File: config.mk
export PLATFORM = sky130hd
export DESIGN_NAME = fiws_ctrl
export DESIGN_NICKNAME = d
export VERILOG_FILES = /design/src/design/assert_macros.svh /design/src/design/fiws_pkg.sv /design/src/design/fiws_ctrl.sv
export SDC_FILE = /design/constraint.sdc
export NUM_CORES = 1
export LEC_CHECK = 0
export BUFFER_PORTS_ARGS = -buffer_cell sky130_fd_sc_hd__clkbuf_2
export CORE_ASPECT_RATIO = 0.9
export CORE_MARGIN = 3
export CORE_UTILIZATION = 25
export CTS_CLUSTER_DIAMETER = 30
export DETAILED_ROUTE_END_ITERATION = 6
export PLACE_DENSITY = 0.48
export SLEW_MARGIN = 20
export SYNTH_ARGS = -nofsm -noshare
export SYNTH_HDL_FRONTEND = slang
export SYNTH_SLANG_ARGS = --single-unit
File: constraint.sdc
create_clock -name clock -period 3.8 [get_ports clock]
set_input_delay 0.57 -clock clock [delete_from_list [all_inputs] [get_ports clock]]
set_output_delay 0.57 -clock clock [all_outputs]
set_load 0.05 [all_outputs]
File: src/design/assert_macros.svh
// Assertion macros shared by the RTL files
`ifndef ASSERT_MACROS_SVH
`define ASSERT_MACROS_SVH

// Property holds at every clock edge outside reset
`define ASSERT_CLK(label, clk, rst, prop, msg) \
   label: assert property (@(posedge clk) disable iff (rst) (prop)) else $error(msg);

// Antecedent implies consequent on the next edge
`define ASSERT_NEXT(label, clk, rst, ante, cons, msg) \
   label: assert property (@(posedge clk) disable iff (rst) (ante) |=> (cons)) else $error(msg);

`endif

File: src/design/fiws_pkg.sv
//------------------------------------------------------------------------------
// fiws_pkg
// Shared constants, types and command/status structures for the frame
// interval window statistics block.
//------------------------------------------------------------------------------
`default_nettype none
package fiws_pkg;

   localparam int unsigned WindowDepthDefault = 128;
   localparam int unsigned TsWidth    = 63;
   localparam int unsigned IvWidth    = 32;
   localparam int unsigned RateWidth  = 38;
   localparam int unsigned CountWidth = 8;
   localparam int unsigned SumWidth   = 45;
   localparam int unsigned DivWidth   = 64;

   localparam logic [RateWidth-1:0] RateNum = 38'd256000000000;
   localparam logic [IvWidth-1:0]   IvMax   = 32'hFFFF_FFFF;

   typedef struct packed {
      logic capture;     // register input item, compute interval
      logic push;        // write history, update sum/min/max, read evicted first
      logic scan_start;  // begin window rescan
      logic scan_step;   // consume one read datum during rescan
      logic div_start;   // start both divisions
      logic load_out;    // register result
   } fiws_cmd_type;

   typedef struct packed {
      logic first;       // item is the first after reset
      logic need_scan;   // evicted value equalled the old min or max
      logic scan_done;   // rescan complete
      logic div_done;    // divisions finished
   } fiws_sts_type;

endpackage
`default_nettype wire

File: src/design/fiws_ctrl.sv
//------------------------------------------------------------------------------
// fiws_ctrl
// Sequencer: capture, evicted read, push, optional rescan, divide, output; the first item skips to output.
//------------------------------------------------------------------------------
`default_nettype none
module fiws_ctrl
   import fiws_pkg::*;
(
   input  wire logic         clock,
   input  wire logic         reset,
   input  wire logic         req_valid,
   output logic              req_ready,
   output logic              rsp_valid,
   input  wire logic         rsp_ready,
   input  wire fiws_sts_type sts,
   output fiws_cmd_type      cmd
);
   typedef enum logic [6:0] {
      ST_IDLE  = 7'b0000001,
      ST_READ  = 7'b0000010,
      ST_PUSH  = 7'b0000100,
      ST_SCAN  = 7'b0001000,
      ST_DIVGO = 7'b0010000,
      ST_DIV   = 7'b0100000,
      ST_OUT   = 7'b1000000
   } state_type;

   state_type state_ff, state_in;
   logic      out_valid_ff, out_valid_in;
   logic      scan_seen_ff, scan_seen_in;

   always_comb begin
      state_in     = state_ff;
      out_valid_in = out_valid_ff;
      scan_seen_in = scan_seen_ff;
      cmd          = '0;
      req_ready    = 1'b0;
      if (out_valid_ff && rsp_ready) begin
         out_valid_in = 1'b0;
      end
      case (state_ff)
         ST_IDLE: begin
            req_ready = 1'b1;
            if (req_valid) begin
               cmd.capture = 1'b1;
               state_in    = ST_READ;
            end
         end
         ST_READ: begin
            // wait for evicted entry read
            if (sts.first) begin
               state_in = ST_OUT;
            end else begin
               state_in = ST_PUSH;
            end
         end
         ST_PUSH: begin
            cmd.push = 1'b1;
            if (sts.need_scan) begin
               cmd.scan_start = 1'b1;
               scan_seen_in   = 1'b0;
               state_in       = ST_SCAN;
            end else begin
               state_in = ST_DIVGO;
            end
         end
         ST_SCAN: begin
            // first cycle primes the read pipeline
            if (scan_seen_ff) cmd.scan_step = 1'b1;
            scan_seen_in = 1'b1;
            if (scan_seen_ff && sts.scan_done) begin
               cmd.scan_step = 1'b0;
               state_in      = ST_DIVGO;
            end
         end
         ST_DIVGO: begin
            cmd.div_start = 1'b1;
            state_in      = ST_DIV;
         end
         ST_DIV: begin
            if (sts.div_done) state_in = ST_OUT;
         end
         ST_OUT: begin
            if (!out_valid_ff || rsp_ready) begin
               cmd.load_out = 1'b1;
               out_valid_in = 1'b1;
               state_in     = ST_IDLE;
            end
         end
         default: state_in = ST_IDLE;
      endcase
   end

   always_ff @(posedge clock) begin
      if (reset) begin
         state_ff     <= ST_IDLE;
         out_valid_ff <= 1'b0;
         scan_seen_ff <= 1'b0;
      end else begin
         state_ff     <= state_in;
         out_valid_ff <= out_valid_in;
         scan_seen_ff <= scan_seen_in;
      end
   end

   assign rsp_valid = out_valid_ff;
endmodule
`default_nettype wire

# Word-level counts from Yosys, hierarchy flattened
# Index checks and enable logic that the tools add are counted.
dict set report totals {
  out_inout_bits 8
  inputBits 8
  wordCells 45
  reg_bits 9
}
dict set report classes {
  n_eq_ne 12
  mux 23
  n_reduce_logical 7
}
# operator n
set op_table {}
lappend op_table {{7-bit one-hot mux with 7 select lines} 1}
lappend op_table {{7-bit 2-to-1 mux} 5}
lappend op_table {{1-bit 2-to-1 mux} 14}
lappend op_table {{2-bit != test, second input constant} 5}
lappend op_table {{7-bit by 1-bit == test with 1-bit output, second input constant} 1}
lappend op_table {{7-bit by 2-bit == test with 1-bit output, second input constant} 1}
lappend op_table {{7-bit by 3-bit == test with 1-bit output, second input constant} 1}
lappend op_table {{7-bit by 4-bit == test with 1-bit output, second input constant} 1}
lappend op_table {{7-bit by 5-bit == test with 1-bit output, second input constant} 1}
lappend op_table {{7-bit by 6-bit == test with 1-bit output, second input constant} 1}
lappend op_table {{7-bit == test, second input constant} 1}
lappend op_table {{5-bit 2-to-1 mux} 1}
lappend op_table {{4-bit AND reduction} 1}
lappend op_table {{1-bit logical AND} 2}
lappend op_table {{2-bit 2-to-1 mux} 1}
lappend op_table {{1-bit one-hot mux with 2 select lines} 1}
lappend op_table {{2-bit AND reduction} 1}
lappend op_table {{2-bit nonzero test} 1}
lappend op_table {{1-bit logical NOT} 1}
lappend op_table {{1-bit logical OR} 1}

# Logic depth before layout (Yosys ltp)
# Gate-level depths: netlist of run 1.
dict set report logic_depth {
  word_depth 4
  ltp_mapped 5
  mapped_depth_nobuf 4
}

# Worst setup path after synthesis of run 1
# Ideal clock, no wire load.
dict set report synth_path {
  path_type {register to output}
  startpoint {register state_ff[5]}
  endpoint {output cmd[2] in the netlist's numbering}
  required_ps 3230
  n_path_buf 0
  setup_slack_ps 1373
  t_arrival_ps 1857
  path_stages_with_launch 4
  cell_sequence {dfxtp_1 -> nor4_4 -> nand2_2 -> nor4b_2}
}
# element line
set synth_lines {}
lappend synth_lines {{from (decl)} fiws_ctrl.sv:28} ;# state_type state_ff, state_in;
lappend synth_lines {{from (signal assigned)} fiws_ctrl.sv:100} ;# state_ff <= state_in;
lappend synth_lines {{to (decl)} fiws_ctrl.sv:16} ;# output fiws_cmd_type cmd

==> flow_metrics.py, run 1 <==
metrics = {
    "synthesis": {
        "synth_area_leaders": "dfxtp_1 31%, nor2_1 5.1%, nor4b_2 5.1%",
        "synth-main-ff-cell": "dfxtp_1",
        "syn_area_sq_um": 586,
        "synth_top_area_cell": "dfxtp_1",
        "synthCells": 65,
        "synth.top_cell.area_share_pct": 30.8,
        "syn_area_per_cell_sq_um": 9.01,
        "async_reset_ff_share_pct": 0,
        "seq_area_frac_synth_pct": 30.8,
        "syn_nets": 73,
        "ys_ff_latch": 9,
        "yosysWarnings": 0,
        "ys_types": 34,
        "synth_edf_count": 0,
    },
    "timing": {
        "hold_viol_final": 0,
        "period_minus_slack_ps": 2390,
        "setup_tns_ps": 0,
        "slew_headroom_pct": 71.9,
        "finalSetupViolations": 0,
        "rsz0062_at_grt": "no",
        "worst_pin_slew_ps": 421,
        "fin_crit_sh_pct": 62.8,
        "drv_slew": 0,
        "holdWs_ps": 497,
        "max_freq_ghz": 0.419,
        "clock-skew-final_ps": 1.78,
    },
    "min_path": {
        "hp-class": "input port to flip-flop",
    },
    "routing": {
        "vias": 556,
        "viasPerCell": 5.20,
        "drt_wl_total_mm": 1.40,
        "highest_layer": "met4",
        "drc_errors": 0,
        "first_pass_iters": 5,
        "wire_per_inst_um": 13.0,
        "wl_met1_um": 750,
        "first_iter_violations": 16,
        "met2_length_um": 521,
        "routed-wl-met3_um": 121,
        "final_antenna_net_count": 0,
    },
    "clock_network": {
        "insertion_delay_ps": 260,
        "clk_pin_slew_ps": 70,
        "cts.sinks": 9,
        "cts_setup_buffers": 0,
        "htreeDepth": 1,
        "cts_tree": "yes",
        "cts_root_buf": "clkbuf_4",
        "cts_buffer_depth": 2,
        "postCtsHoldBufs": 0,
        "numCtsBuffers": 3,
        "cts_resized": 0,
    },
    "floorplan": {
        "fp.coreArea_sq_mm": 0.00206,
        "num_rows": 15,
        "dieArea_sq_mm": 0.00296,
        "initial_core_util_pct": 28.4,
        "die_h_um": 51.9,
        "io_pins": 16,
        "die_w_um": 57.0,
    },
    "run": {
        "drv_cap": 0,
    },
    "critical_path": {
        "start_kind": "flip-flop",
        "crit_chain": "nor4_4 -> nand2_2 -> nor4b_2 -> clkbuf_2",
        "cp.required_ps": 3230,
        "cpMaxStageDelayCell": "nor4_4",
        "crit_fanout": 6,
        "critical_path_class": "flip-flop to output port",
        "critical_path.max_stage_delay_ps": 430,
        "worstSetupEndpointType": "output port",
        "cp_data_arrival_time_ps": 1820,
    },
    "grt": {
        "antenna_found_initial": 0,
        "gr-total-overflow": 0,
        "grt_use_total_pct": 10.2,
        "grt_pass1_wl_mm": 2.28,
        "grt_max_degree": 11,
        "first_global_vias": 516,
    },
    "placed_design": {
        "gp_congestion": 0.717,
        "dp_hpwl_mm": 1.08,
        "port_buffers": 15,
    },
    "cells_and_area": {
        "final_common_cell": "clkbuf_2",
        "num_antenna_cells": 0,
        "layout_common_cells": "15 x clkbuf_2, 9 x dfxtp_1, 8 x nor2_1",
        "layout-drive-gt1-share_pct": 34.1,
        "nets": 91,
        "n_fill_cell": 222,
        "syn_to_final_growth_pct": 20.9,
    },
    "pwr": {
        "peakVddDrop_uv": 195,
        "pwr_density_cell_mw_per_mm2": 387,
        "p_leak_uw": 0.000271,
    },
    "outcome": {
        "status": "finished, final reports clean",
    },
}
==> registers in the layout, indices dropped and copies added, names as in the netlist <==
| register | count |
|---|---|
| scan_seen_ff | 1 |
| rsp_valid | 1 |
| state_ff | 7 |
==> Yosys cell counts, types with 3 or more instances <==
cell type  count
dfxtp_1        9
nor2_1         8
inv_1          3
nand2b_1       3
nand3_1        3
nor3_1         3
==> worst max-delay path, delay by kind of cell, from the launching register on <==
kind,cells,cell delay (ps)
buf+inv,1,310
flops,1,370
simple gates,3,870
==> through the flow <==
| step | instance area, sq um | total power, uW | utilization (%) | cells | setup slack, ps |
|---|---|---|---|---|---|
| floorplan | 586 | 179 | - | 65 | 1370 |
| global placement | 682 | 200 | 33.0 | 103 | 1730 |
| detailed placement | 682 | 200 | 33.0 | 103 | 1690 |
| CTS | 708 | 277 | 34.3 | 107 | 1400 |
| global route | 708 | 293 | 34.3 | 107 | 1270 |
| finish | 708 | 274 | 34.3 | 107 | 1410 |
==> logic make-up (layout without fill, tap and decap cells) <==
kind of cell              Yosys count  in the layout  share of synthesized area, %
AOI/OAI and AO/OA                  16             16                          21.4
xor gates and xnor gates            1              1                          1.50
buffers and inverters               6             23                          4.27
DFF                                 9              9                          30.8
and+or+nand+nor                    33             33                          42.1
==> final cells by class <==
cell class / count / area [sq um] / area share (%)
multi-input cells: 50 / 380 / 53.7
flip-flops and latches: 9 / 180 / 25.4
repair buffers: 15 / 75.1 / 10.6
inverters: 4 / 15.0 / 2.12
clock buffers: 4 / 26.3 / 3.71
well taps: 25 / 31.3 / 4.42
==> layer usage <==
| layer | global-route usage [%] | up-vias |
|---|---|---|
| li1 | - | 282 |
| met1 | 14.8 | 248 |
| met2 | 13.9 | 24 |
| met3 | 4.71 | 2 |
| met4 | 1.16 | 0 |
| met5 | 0 | - |
==> path summary, 6_finish.rpt <==
kind	startpoint	to	slack, ps	cells after the start
worst max-delay path	state_ff[5]	cmd[2]	1410	4
worst min-delay path	sts[3]	state_ff[2]	500	2
worst max register to register	state_ff[2]	state_ff[0]	2360	4
worst min register to register	scan_seen_ff	scan_seen_ff	530	2
==> power breakdown <==
part / switching [uW] / leakage, uW / internal, uW
registers: 12.6 / 0.0000730 / 99.5
clock network: 35.5 / 0.0000150 / 40.5
logic: 57.7 / 0.000183 / 28.3
total: 106 / 0.000271 / 168
No activity file was read; power rests on OpenSTA's default activity.
==> run 2, diff against run 1 <==
--- a/config.mk
+++ b/config.mk
@@ -5,13 +5,14 @@
 export SDC_FILE = /design/constraint.sdc
 export NUM_CORES = 1
 export LEC_CHECK = 0
+export ABC_AREA = 1
 export BUFFER_PORTS_ARGS = -buffer_cell sky130_fd_sc_hd__clkbuf_2
 export CORE_ASPECT_RATIO = 0.9
 export CORE_MARGIN = 3
 export CORE_UTILIZATION = 25
 export CTS_CLUSTER_DIAMETER = 30
 export DETAILED_ROUTE_END_ITERATION = 6
-export PLACE_DENSITY = 0.48
+export PLACE_DENSITY = 0.5
 export SLEW_MARGIN = 20
 export SYNTH_ARGS = -nofsm -noshare
 export SYNTH_HDL_FRONTEND = slang
==> constraint.sdc (replaced) <==
create_clock -name clock -period 2 [get_ports clock]
set_input_delay 0.3 -clock clock [delete_from_list [all_inputs] [get_ports clock]]
set_output_delay 0.3 -clock clock [all_outputs]
set_load 0.05 [all_outputs]
==> run 2 against run 1 <==
  * Final cell count grew 22%
  * Total power rose to 3.2 times the previous value
  * Clock skew about the same
  * Utilization rose by 0.64 points
  * Synthesized cell count grew 34%
  * Largest cell class unchanged
  * Combinational power rose to 5.7 times the previous value
  * Sequential share of layout area unchanged
  * Register-to-register slack worse by 1600 ps
  * Cell area did not move
  * Critical path depth increased by 4
  * Critical path type unchanged
==> flow_metrics.py, run 2 <==
metrics = {
    "critical_path": {
        "cp.required_ps": 1700,
        "cp.depth": 8,
        "critical_path.max_stage_delay_ps": 300,
        "worstSetupEndpointType": "output port",
        "cp_data_arrival_time_ps": 1540,
        "ff2ff_setup_slack_ps": 790,
        "crit_family": "simple AND/OR/NAND/NOR gates",
        "start_kind": "flip-flop",
        "crit_buf_inv": 4,
        "r2r-start": "state_ff[6]",
        "critical_path_class": "flip-flop to output port",
        "reg2reg_to": "state_ff[0]",
        "cpMaxStageDelayCell": "dfxtp_1",
        "reg2reg_depth": 8,
        "crit_chain": "inv_2 -> nand2_2 -> nor2_4 -> nand2_1 -> inv_2 -> nand2_1 -> inv_1 -> clkbuf_2",
        "crit_fanout": 7,
    },
    "timing": {
        "worst_pin_slew_ps": 315,
        "setup_tns_ps": 0,
        "max_freq_ghz": 0.543,
        "fin_crit_sh_pct": 92.0,
        "hold_viol_final": 0,
        "clock-skew-final_ps": 1.41,
        "rsz0062_at_grt": "no",
        "slew_headroom_pct": 78.8,
        "drv_slew": 0,
        "finalSetupViolations": 0,
        "postLayoutSetupSlackWorst_ps": 160,
        "period_minus_slack_ps": 1840,
    },
    "synthesis": {
        "seq_area_frac_synth_pct": 31.6,
        "syn_area_per_cell_sq_um": 6.56,
        "syn_nets": 95,
        "ys_ff_latch": 9,
        "yosysWarnings": 0,
        "synth_area_leaders": "dfxtp_1 32%, nand2_1 13%, nor2_1 9.2%",
        "synth_edf_count": 0,
        "synthCells": 87,
        "synth.most_common_cell": "nand2_1",
        "syn_area_sq_um": 571,
        "synth.top_cell.area_share_pct": 31.6,
        "async_reset_ff_share_pct": 0,
        "ys_types": 16,
        "synth-main-ff-cell": "dfxtp_1",
        "synth_top_area_cell": "dfxtp_1",
        "yosys-top-cells-count": "19 x nand2_1, 14 x nor2_1, 9 x dfxtp_1, 9 x inv_2, 8 x inv_1",
    },
    "clock_network": {
        "cts_buffer_depth": 2,
        "clk_pin_slew_ps": 60,
        "postCtsHoldBufs": 0,
        "cts.sinks": 9,
        "cts_resized": 0,
        "cts_root_buf": "clkbuf_4",
        "cts_tree": "yes",
        "cts_setup_buffers": 0,
        "insertion_delay_ps": 260,
        "numCtsBuffers": 3,
        "htreeDepth": 1,
    },
    "routing": {
        "highest_layer": "met3",
        "vias": 574,
        "drt_wl_total_mm": 1.26,
        "final_antenna_net_count": 0,
        "routed-wl-met3_um": 87,
        "first_pass_iters": 4,
        "first_iter_violations": 12,
        "wire_per_inst_um": 9.60,
        "viasPerCell": 4.38,
        "drc_errors": 0,
        "met2_length_um": 530,
        "wl_met1_um": 639,
    },
    "grt": {
        "gr-total-overflow": 0,
        "first_global_vias": 473,
        "grt_max_degree": 8,
        "antenna_found_initial": 0,
        "grt_pass1_wl_mm": 2.13,
        "grt_use_total_pct": 9.77,
    },
    "pwr": {
        "finalPower_uw": 866,
        "peakVddDrop_uv": 547,
        "pwr_density_cell_mw_per_mm2": 1220,
        "p_leak_uw": 0.000359,
    },
    "cells_and_area": {
        "syn_to_final_growth_pct": 24.1,
        "final_common_cell": "nand2_1",
        "top_register": "state_ff",
        "multi_input_area_sq_um": 332,
        "layout_common_cells": "19 x nand2_1, 15 x clkbuf_2, 14 x nor2_1, 9 x inv_2, 9 x dfxtp_1",
        "n_fill_cell": 237,
        "layout-drive-gt1-share_pct": 38.7,
        "largest_reg_flops": 7,
        "regArea_sq_um": 180,
        "nets": 115,
        "num_antenna_cells": 0,
        "fin_cells": 131,
    },
    "min_path": {
        "holdPathStages": 2,
        "hold_start": "sts[3]",
        "min_to": "state_ff[2]",
        "hp-class": "input port to flip-flop",
    },
    "floorplan": {
        "die_h_um": 51.3,
        "io_pins": 16,
        "dieArea_sq_mm": 0.00289,
        "fp.coreArea_sq_mm": 0.00203,
        "initial_core_util_pct": 28.1,
        "num_rows": 15,
        "die_w_um": 56.4,
    },
    "placed_design": {
        "dp_slack_ps": 456,
        "port_buffers": 15,
        "dp_hpwl_mm": 1.05,
        "gp_congestion": 0.781,
        "dpl.cell_count": 127,
    },
    "outcome": {
        "status": "finished, final reports clean",
    },
    "run": {
        "drv_cap": 0,
    },
}
-- run 2: stage by stage --
step                      instance area [sq um]  utilization (%)  hold WS [ps]
after floorplan                             576                -           369
after global placement                      682             33.6           468
after detailed placement                    682             33.6           468
after CTS                                   708             34.9           210
after global routing                        708             34.9           209
final                                       708             34.9           216
-- run 2: area by class of cell --
class                      instances  area share [%]
timing repair buffer              15            10.6
multi-input combinational         61            46.8
clock buffer                       4            3.71
inverter                          17            9.01
tap                               25            4.42
sequential                         9            25.4
-- run 2: report_power, final --
| group | switching (uW) | internal, uW |
|---|---|---|
| combinational | 359 | 136 |
| clock | 63.3 | 76.9 |
| sequential | 18.4 | 213 |
-- run 2: metal layers --
metal	global-route usage, %	up-vias
met2	13.2	14
met4	2.37	0
met1	14.2	252
met3	3.79	0
li1	-	308
met5	0	-
-- run 2: cell families (layout without fill, tap and decap cells) --
kind of cell / count (synthesis) / after routing / synth area share, %
AND/OR/NAND/NOR: 55 / 55 / 52.0
flip-flops: 9 / 9 / 31.6
AO/OA/AOI/OAI: 6 / 6 / 5.26
buffers and inverters: 17 / 36 / 11.2
-- run 2: how the worst max path moves through the flow --
stage	startpoint	end	slack [ps]
2_1_floorplan	state_ff[4]	cmd[1]	230
3_3_place_gp	state_ff[6]	cmd[3]	440
3_5_place_dp	state_ff[5]	cmd[3]	460
4_1_cts	state_ff[5]	cmd[3]	160
5_1_grt	state_ff[6]	cmd[3]	5
6_report	state_ff[6]	cmd[3]	160
